### config.mk
export PLATFORM = sky130hd
export DESIGN_NAME = ssm_ctrl
export DESIGN_NICKNAME = d
export VERILOG_FILES = /design/src/hdl/ssm_pkg.sv /design/src/hdl/ssm_ctrl.sv
export SDC_FILE = /design/constraint.sdc
export NUM_CORES = 1
export LEC_CHECK = 0
export BUFFER_PORTS_ARGS = -buffer_cell sky130_fd_sc_hd__buf_4
export CORE_AREA = 2 2 39 41
export CTS_BUF_LIST = sky130_fd_sc_hd__clkbuf_4
export DETAILED_ROUTE_END_ITERATION = 7
export DIE_AREA = 0 0 41 43
export GPL_TIMING_DRIVEN = 0
export PLACE_DENSITY = 0.4
export SLEW_MARGIN = 40
export SYNTH_ARGS = -nofsm -noshare
export SYNTH_HDL_FRONTEND = slang
export SYNTH_SLANG_ARGS = --single-unit
### constraint.sdc
create_clock -name i_clk -period 1.03 [get_ports i_clk]
set_input_delay 0.0515 -clock i_clk [delete_from_list [all_inputs] [get_ports i_clk]]
set_output_delay 0.0515 -clock i_clk [all_outputs]
set_load 0.01 [all_outputs]
### src/hdl/ssm_pkg.sv
package ssm_pkg;

    localparam int ID_W = 64;

    localparam logic [1:0] FUNC_LOAD_CUR = 2'd0;
    localparam logic [1:0] FUNC_LOAD_ADD = 2'd1;
    localparam logic [1:0] FUNC_LOAD_REM = 2'd2;
    localparam logic [1:0] FUNC_RUN      = 2'd3;

    typedef struct packed {
        logic load;
        logic start;
        logic eval;
    } t_ssm_cmd;

    typedef struct packed {
        logic advance;
        logic done;
    } t_ssm_status;

endpackage

### src/hdl/ssm_ctrl.sv
module ssm_ctrl
    import ssm_pkg::*;
(
    input  logic        i_clk,
    input  logic        i_rst_n,
    input  logic        i_in_valid,
    input  logic [1:0]  i_func,
    input  t_ssm_status i_status,
    output t_ssm_cmd    o_cmd,
    output logic        o_in_stall
);

    typedef enum logic [1:0] {
        S_IDLE,
        S_READ,
        S_EVAL
    } t_state;

    t_state r_state;
    logic   r_in_stall;
    logic   accept;

    assign accept = i_in_valid && !r_in_stall;

    always_ff @(posedge i_clk) begin
        if (!i_rst_n) begin
            r_state    <= S_IDLE;
            r_in_stall <= 1'b0;
        end else begin
            unique case (r_state)
                S_IDLE: begin
                    if (accept && i_func == FUNC_RUN) begin
                        r_state    <= S_READ;
                        r_in_stall <= 1'b1;
                    end
                end
                S_READ: begin
                    r_state <= S_EVAL;
                end
                S_EVAL: begin
                    if (i_status.done) begin
                        r_state    <= S_IDLE;
                        r_in_stall <= 1'b0;
                    end else if (i_status.advance) begin
                        r_state <= S_READ;
                    end
                end
                default: begin
                    r_state    <= S_IDLE;
                    r_in_stall <= 1'b0;
                end
            endcase
        end
    end

    assign o_cmd.load  = accept && i_func != FUNC_RUN;
    assign o_cmd.start = accept && i_func == FUNC_RUN;
    assign o_cmd.eval  = r_state == S_EVAL;
    assign o_in_stall  = r_in_stall;

    a_stall_idle: assert property (@(posedge i_clk) disable iff (!i_rst_n)
        r_in_stall == (r_state != S_IDLE))
        else $error("input stall disagrees with controller state");

    a_eval_after_read: assert property (@(posedge i_clk) disable iff (!i_rst_n)
        r_state == S_EVAL |-> $past(r_state) == S_READ || $past(r_state) == S_EVAL)
        else $error("evaluation entered without a read cycle");

    a_done_only_eval: assert property (@(posedge i_clk) disable iff (!i_rst_n)
        i_status.done |-> r_state == S_EVAL)
        else $error("run completed outside evaluation");

endmodule

==> results of run 1 <==
==> final timing paths <==
path | startpoint | to | slack, ns | depth (start not counted)
min | i_rst_n | r_state[1] | 0.04 | 2
max | o_in_stall | o_in_stall | 0.03 | 3
max reg2reg | o_in_stall | o_in_stall | 0.03 | 3
min reg2reg | o_in_stall | o_in_stall | 0.50 | 2
==> cell usage in the layout, fill, tap and decap left out, types with 2 or more instances in the layout <==
cell / synthesis / final
buf_4: 0 / 10
clkbuf_4: 0 / 4
inv_1: 2 / 2
nor2_1: 2 / 2
o21ai_0: 2 / 2
dfxtp_1: 3 / 2
==> synth_stat cells, drive strengths merged <==
library cell  number
a21boi             1
o21ai              2
a21oi              1
or3                1
o21a               1
dfxtp              3
nand3b             1
inv                2
nand2b             1
nor2               2
nor4               1
and3b              1
nor2b              1
nand4b             1
==> routing by layer <==
metal	part of all wire	wire length (um)	vias to the layer above	GRT usage
met5	0	0	-	0
li1	-	-	95	-
met3	0.16	64	0	0.0628
met2	0.37	150	12	0.0688
met1	0.46	186	73	0.0707
met4	0	0	0	0.0400
==> what timing repair did <==
action                     in CTS  in global routing
cloned                          0                  0
gates resized for setup         1                  1
setup endpoints to repair       1                  2
==> final cells by class <==
cell class                      count  area, sq um
Clock buffer                        4         30.0
Fill cell                         157         1080
Inverter                            2         7.51
Multi-Input combinational cell     14          106
Sequential cell                     3         61.3
Tap cell                           16         20.0
Timing Repair Buffer               10         75.1
==> stage by stage <==
step,cell area (sq um),hold slack (ns)
CTS,297,0.0356
floorplan,170,0.169
global placement,265,0.274
global route,300,0.0453
finish,300,0.0416
detailed placement,265,0.280
==> kinds of logic (layout without fill, tap and decap cells) <==
| group | Yosys count | in the layout | share of synthesized area |
|---|---|---|---|
| AOI/OAI and AO/OA | 5 | 5 | 0.176 |
| buffers and inverters | 2 | 16 | 0.0441 |
| DFF | 3 | 3 | 0.353 |
| and+or+nand+nor | 9 | 9 | 0.427 |
==> flip-flops by register name (all words and copies together) (netlist names) <==
register,count
r_state,2
o_in_stall,1
==> where the power goes <==
part	internal (W)	switching, W	leakage [nW]
Sequential	0.000122	0.00000453	0.0248
Combinational	0.0000367	0.0000243	0.107
Clock	0.000172	0.0000679	0.0184
Total	0.000330	0.0000967	0.150
==> impl_metrics.toml, run 1 <==
[cts]
cts_num_sinks = 3
clk_pin_slew_ns = 0.04
clock_latency_ns = 0.24
holdBufCountCts = 0
cts_buffers = 3
root_buffer = "clkbuf_4"
clk_path_buf_depth = 2
postCtsSetupBuffers = 0
htreeDepth = 1
cts_tree = "built"

[die]
design.portCount = 11
rows = 14
start_util = 0.123
die_w_um = 41
die_area_sq_um = 1760
die_h_um = 43
core-area_sq_um = 1380

[placed_design]
io_buffers = 10
gpl.final_weighted_congestion = 0.638
post-place-ws_ns = 0.0205
placed_cells = 45
hpwl_um = 315

[drt]
drt_first_iter_violations = 1
wl_per_cell_um = 8.18
viasPerCell = 3.67
drc = 0
antenna_left = 0
wirelength_um = 401
vias = 180
drt_first_pass_iters = 2

[critical_path]
start_kind = "register"
crit_arrival_ns = 1.17
worstSetupPathType = "register to register"
worstPathRequired_ns = 1.20
cp_slowest_stage_delay_ns = 0.32
path_buf_inv = 0
crit_family = "simple AND/OR/NAND/NOR gates"
cp_cell_sequence = "nand4b_4, or3_1, a21boi_1"
crit_path_top_delay_cell = "dfxtp_2"
worstPathMaxFanout = 4
worst_setup_path_end_kind = "register"

[timing]
worst_pin_slew_ns = 0.215
period_share = 0.974
fin_ws_ns = 0.0269
tns_ns = 0
finClkSkew_ns = 0.00895
hold_violations = 0
rsz0062_at_grt = "yes"
max_slew_margin = 0.855
fmaxAchievable_mhz = 997
fin_crit_ns = 1.00
maxSlewViolCount = 0
setup_viol = 0

[synth]
ys.warnings.count = 0
syn_nets = 26
ys_top_cells_by_area = "dfxtp_1, nand4b_4, o21ai_0, and3b_1, a21boi_1"
seq_area_frac_synth = 0.353
synth_area_sq_um = 170
ys_ff_latch = 3
synth_top_cell_by_area = "dfxtp_1"
avgSynthCellArea_sq_um = 8.96
syn_inst = 19
synthDistinctLibCells = 14
yosys.area.top_type_share = 0.353

[power_and_ir_drop]
power.total_w = 0.000427
ir_worst_vdd_mv = 0.713
p_leak_nw = 0.150
power_density_nw_per_um2 = 1420

[job]
max_cap_viol_count = 0

[final_layout]
synthToLayoutAreaGrowth_pct = 76.5
drive_gt1_frac = 0.515
fin_nets = 41
utilization = 0.217
final_cells = 49
diodes = 0

[grt]
grt_start_max_net_pins = 7
grt_use_total = 0.0622
grt-ovfl-total = 0
antenna_found_initial = 0
grt_pass1_wl_um = 676
first_global_vias = 176

[worst_hold_path]
hold_path_class = "input pin to register"

[run_status]
status = "completed"
Power figures use the tool's default switching activity.
==> inputs of run 2 (changes only) <==
--- a/config.mk
+++ b/config.mk
@@ -5,12 +5,13 @@
 export SDC_FILE = /design/constraint.sdc
 export NUM_CORES = 1
 export LEC_CHECK = 0
-export BUFFER_PORTS_ARGS = -buffer_cell sky130_fd_sc_hd__buf_4
+export BUFFER_PORTS_ARGS = -buffer_cell sky130_fd_sc_hd__buf_2
 export CORE_AREA = 2 2 39 41
 export CTS_BUF_LIST = sky130_fd_sc_hd__clkbuf_4
 export DETAILED_ROUTE_END_ITERATION = 7
 export DIE_AREA = 0 0 41 43
 export GPL_TIMING_DRIVEN = 0
+export MAX_ROUTING_LAYER = met4
 export PLACE_DENSITY = 0.4
 export SLEW_MARGIN = 40
 export SYNTH_ARGS = -nofsm -noshare
==> run 2 against run 1 <==
  * Routed wire length down 4.2%
  * Combinational power down 21%
  * Die area unchanged
  * Global-route usage about the same
  * Worst setup slack worse by 0.0069 ns
  * Largest power group unchanged
==> impl_metrics.toml, run 2 (synthesized netlist as in run 1, its figures left out) <==
[run_status]
status = "completed"

[final_layout]
multi_input_area_sq_um = 103
fin_area_sq_um = 272
diodes = 0
largest-register = "r_state"
seq_area_sq_um = 61.3
final_common_cell = "buf_2"
synthToLayoutAreaGrowth_pct = 59.6
fin_nets = 41
drive_gt1_frac = 0.485
largest_register_ffs = 2
final_cell_mix = "buf_2, clkbuf_4"
utilization = 0.196
n_fill_cell = 157
final_cells = 49

[job]
max_cap_viol_count = 0

[timing]
setup_viol = 0
max_slew_margin = 0.854
finClkSkew_ns = 0.00620
worst_pin_slew_ns = 0.217
tns_ns = 0
fin_crit_ns = 1.01
maxSlewViolCount = 0
fmaxAchievable_mhz = 990
hold_slack_ns = 0.0576
hold_violations = 0
rsz0062_at_grt = "yes"
period_share = 0.981

[grt]
grt-ovfl-total = 0
first_global_vias = 175
grt_pass1_wl_um = 641
grt_start_max_net_pins = 7
grt_use_total = 0.0627
antenna_found_initial = 0

[power_and_ir_drop]
ir_worst_vdd_mv = 0.499
power_density_nw_per_um2 = 1510
p_leak_nw = 0.144

[cts]
holdBufCountCts = 0
cts_buffers = 3
clk_path_buf_depth = 2
clk_pin_slew_ns = 0.04
clock_latency_ns = 0.23
htreeDepth = 1
cts_tree = "built"
root_buffer = "clkbuf_4"
cts_num_sinks = 3

[critical_path]
worstPathMaxFanout = 4
cp_cell_sequence = "nand4b_4, or3_1, a21boi_1"
worstPathRequired_ns = 1.18
worstSetupPathType = "register to register"
worst_setup_path_end_kind = "register"
path_buf_inv = 0
crit_path_top_delay_cell = "dfxtp_2"
crit_family = "simple AND/OR/NAND/NOR gates"
crit_arrival_ns = 1.16
start_kind = "register"
cp_slowest_stage_delay_ns = 0.32

[drt]
viasPerCell = 3.61
wl_per_cell_um = 7.84
vias = 177
antenna_left = 0
drt_first_iter_violations = 1
drt_first_pass_iters = 2
wirelength_um = 384
drc = 0

[die]
core-area_sq_um = 1380
rows = 14
die_w_um = 41
design.portCount = 11
die_area_sq_um = 1760
die_h_um = 43
start_util = 0.123

[placed_design]
placed_cells = 45
io_buffers = 10
gpl.final_weighted_congestion = 0.704
dpl-instance-area_sq_um = 240

[worst_hold_path]
hold_path_class = "input pin to register"
## run 2: what timing repair did
action / CTS / global route
setup endpoints to repair: 0 / 4
buffers inserted: 0 / 0
resized for setup: 0 / 1
## run 2: area by class of cell
type	count	area share
multi-input cells	14	0.378
well taps	16	0.0737
flip-flops and latches	3	0.226
clock buffers	4	0.111
inverters	2	0.0276
repair buffers	10	0.184
## run 2: final timing paths
path                            slack (ns)         end  cells past startpoint        from
worst max-delay path                  0.02  o_in_stall                      3  o_in_stall
worst min-delay path                  0.06  r_state[1]                      2     i_rst_n
worst max register to register        0.02  o_in_stall                      3  o_in_stall
worst min register to register        0.50  o_in_stall                      2  o_in_stall
## run 2: power by group
group,total [W],leakage (nW),internal [W],switching (W)
registers,0.000126,0.0248,0.000122,0.00000450
clock network,0.000236,0.0184,0.000172,0.0000646
logic,0.0000481,0.101,0.0000256,0.0000225
total,0.000410,0.144,0.000319,0.0000916
## run 2: routing by layer
| metal | GRT usage | routed length (um) | vias to the layer above |
|---|---|---|---|
| met5 | - | 0 | - |
| met4 | 0.0400 | 0 | 0 |
| met3 | 0.0628 | 46 | 0 |
| met2 | 0.0688 | 126 | 10 |
| met1 | 0.0673 | 212 | 70 |
| li1 | - | - | 97 |
## run 2: stage by stage
step | power [W] | setup WS (ns)
2_1_floorplan | 0.000148 | 0.0521
3_3_place_gp | 0.000176 | 0.0315
3_5_place_dp | 0.000176 | 0.0222
4_1_cts | 0.000423 | 0.0142
5_1_grt | 0.000437 | -0.0251
6_report | 0.000410 | 0.0201
==> inputs of run 3 (changes only) <==
--- a/config.mk
+++ b/config.mk
@@ -6,13 +6,14 @@
 export NUM_CORES = 1
 export LEC_CHECK = 0
 export BUFFER_PORTS_ARGS = -buffer_cell sky130_fd_sc_hd__buf_2
-export CORE_AREA = 2 2 39 41
+export CORE_AREA = 3 3 40 42
 export CTS_BUF_LIST = sky130_fd_sc_hd__clkbuf_4
 export DETAILED_ROUTE_END_ITERATION = 7
-export DIE_AREA = 0 0 41 43
+export DIE_AREA = 0 0 43 45
 export GPL_TIMING_DRIVEN = 0
 export MAX_ROUTING_LAYER = met4
 export PLACE_DENSITY = 0.4
+export RECOVER_POWER = 100
 export SLEW_MARGIN = 40
 export SYNTH_ARGS = -nofsm -noshare
 export SYNTH_HDL_FRONTEND = slang
==> run 3 against run 2 <==
  * Hold slack improved by 0.0016 ns
  * Die area rose by 9.8%
  * Non-clock buffer count did not move
  * Routed wire length rose by 13%
  * Via count rose by 8.5%
  * Count of clock-buffer cells in the layout did not move
  * Combinational power rose by 2%
  * Largest cell class unchanged
  * Highest routed layer unchanged
==> impl_metrics.toml, run 3 (synthesized netlist as in run 1, its figures left out) <==
[final_layout]
final_cell_mix = "buf_2, clkbuf_4"
fin_area_sq_um = 270
fin_nets = 41
seq_area_sq_um = 61.3
diodes = 0
final_common_cell = "buf_2"
largest-register = "r_state"
n_fill_cell = 151
synthToLayoutAreaGrowth_pct = 58.8
largest_register_ffs = 2
multi_input_area_sq_um = 103
drive_gt1_frac = 0.485

[grt]
grt_start_max_net_pins = 7
first_global_vias = 200
antenna_found_initial = 0
grt_use_total = 0.0557
grt_pass1_wl_um = 731
grt-ovfl-total = 0

[timing]
maxSlewViolCount = 0
tns_ns = 0
worst_pin_slew_ns = 0.226
finClkSkew_ns = 0.000800
setup_viol = 0
max_slew_margin = 0.848
fin_crit_ns = 1.02
rsz0062_at_grt = "yes"
fmaxAchievable_mhz = 984
hold_violations = 0
period_share = 0.987

[critical_path]
crit_arrival_ns = 1.16
cp_cell_sequence = "nand4b_4, or3_1, a21boi_1"
worstSetupPathType = "register to register"
cp_slowest_stage_delay_ns = 0.32
worst_setup_path_end_kind = "register"
start_kind = "register"
crit_path_top_delay_cell = "dfxtp_2"
worstPathMaxFanout = 4
worstPathRequired_ns = 1.18

[drt]
wirelength_um = 433
drt_first_iter_violations = 1
wl_per_cell_um = 9.02
antenna_left = 0
drc = 0
drt_first_pass_iters = 2
vias = 192
viasPerCell = 4.00

[worst_hold_path]
hold_path_class = "input pin to register"

[die]
die_h_um = 45
core-area_sq_um = 1280
die_w_um = 43
die_area_sq_um = 1940
rows = 13
design.portCount = 11
start_util = 0.132

[power_and_ir_drop]
ir_worst_vdd_mv = 0.402
power.total_w = 0.000398
power_density_nw_per_um2 = 1470
p_leak_nw = 0.142

[placed_design]
io_buffers = 10
dpl-instance-area_sq_um = 239
gpl.final_weighted_congestion = 0.665

[cts]
clock_latency_ns = 0.22
postCtsSetupBuffers = 0
clk_pin_slew_ns = 0.03
htreeDepth = 1
cts_tree = "built"
clk_path_buf_depth = 2
cts_num_sinks = 3
holdBufCountCts = 0
root_buffer = "clkbuf_4"
cts_buffers = 3

[job]
max_cap_viol_count = 0

[run_status]
status = "completed"
## run 3: metal layers
layer	up-vias	GRT usage	wire length, um	part of all wire
met5	-	-	0	0
met4	0	0.0723	0	0
met3	0	0.0199	69	0.16
met2	11	0.0868	196	0.45
met1	86	0.0457	168	0.39
li1	95	-	-	-
## run 3: final timing paths
| kind | slack, ns | from | endpoint | depth (start not counted) |
|---|---|---|---|---|
| max reg2reg | 0.01 | o_in_stall | o_in_stall | 3 |
| max | 0.01 | o_in_stall | o_in_stall | 3 |
| min reg2reg | 0.51 | o_in_stall | o_in_stall | 2 |
| min | 0.06 | i_rst_n | r_state[1] | 2 |
## run 3: repair_timing
item	CTS	global route
setup endpoints to repair	1	2
gates cloned	0	0
resized for setup	1	0
## run 3: layout make-up
type,instances,share of cell area
Clock buffer,4,0.111
Inverter,2,0.0278
Multi-Input combinational cell,14,0.380
Sequential cell,3,0.227
Tap cell,15,0.0694
Timing Repair Buffer,10,0.185
## run 3: stage by stage
stage	cells	worst slack [ns]	hold WS (ns)	utilization
5_1_grt	48	-0.0517	0.0629	0.210
2_1_floorplan	19	0.0521	0.169	-
4_1_cts	48	-0.0130	0.0533	0.210
3_5_place_dp	44	-0.00935	0.292	0.186
6_report	48	0.0134	0.0591	0.210
3_3_place_gp	44	0.0401	0.288	0.186
## run 3: where the power goes
group / internal, W / switching (W) / total (W) / leakage, nW
clock network: 0.000171 / 0.0000517 / 0.000222 / 0.0184
registers: 0.000122 / 0.00000445 / 0.000126 / 0.0248
logic: 0.0000256 / 0.0000234 / 0.0000490 / 0.0991
total: 0.000318 / 0.0000796 / 0.000398 / 0.142
## run 3: worst max-delay path: cells and delay by family (launching register included)
family | cells | cell delay (ns)
and+or+nand+nor | 2 | 0.49
DFF | 1 | 0.32
AOI/OAI and AO/OA | 1 | 0.13
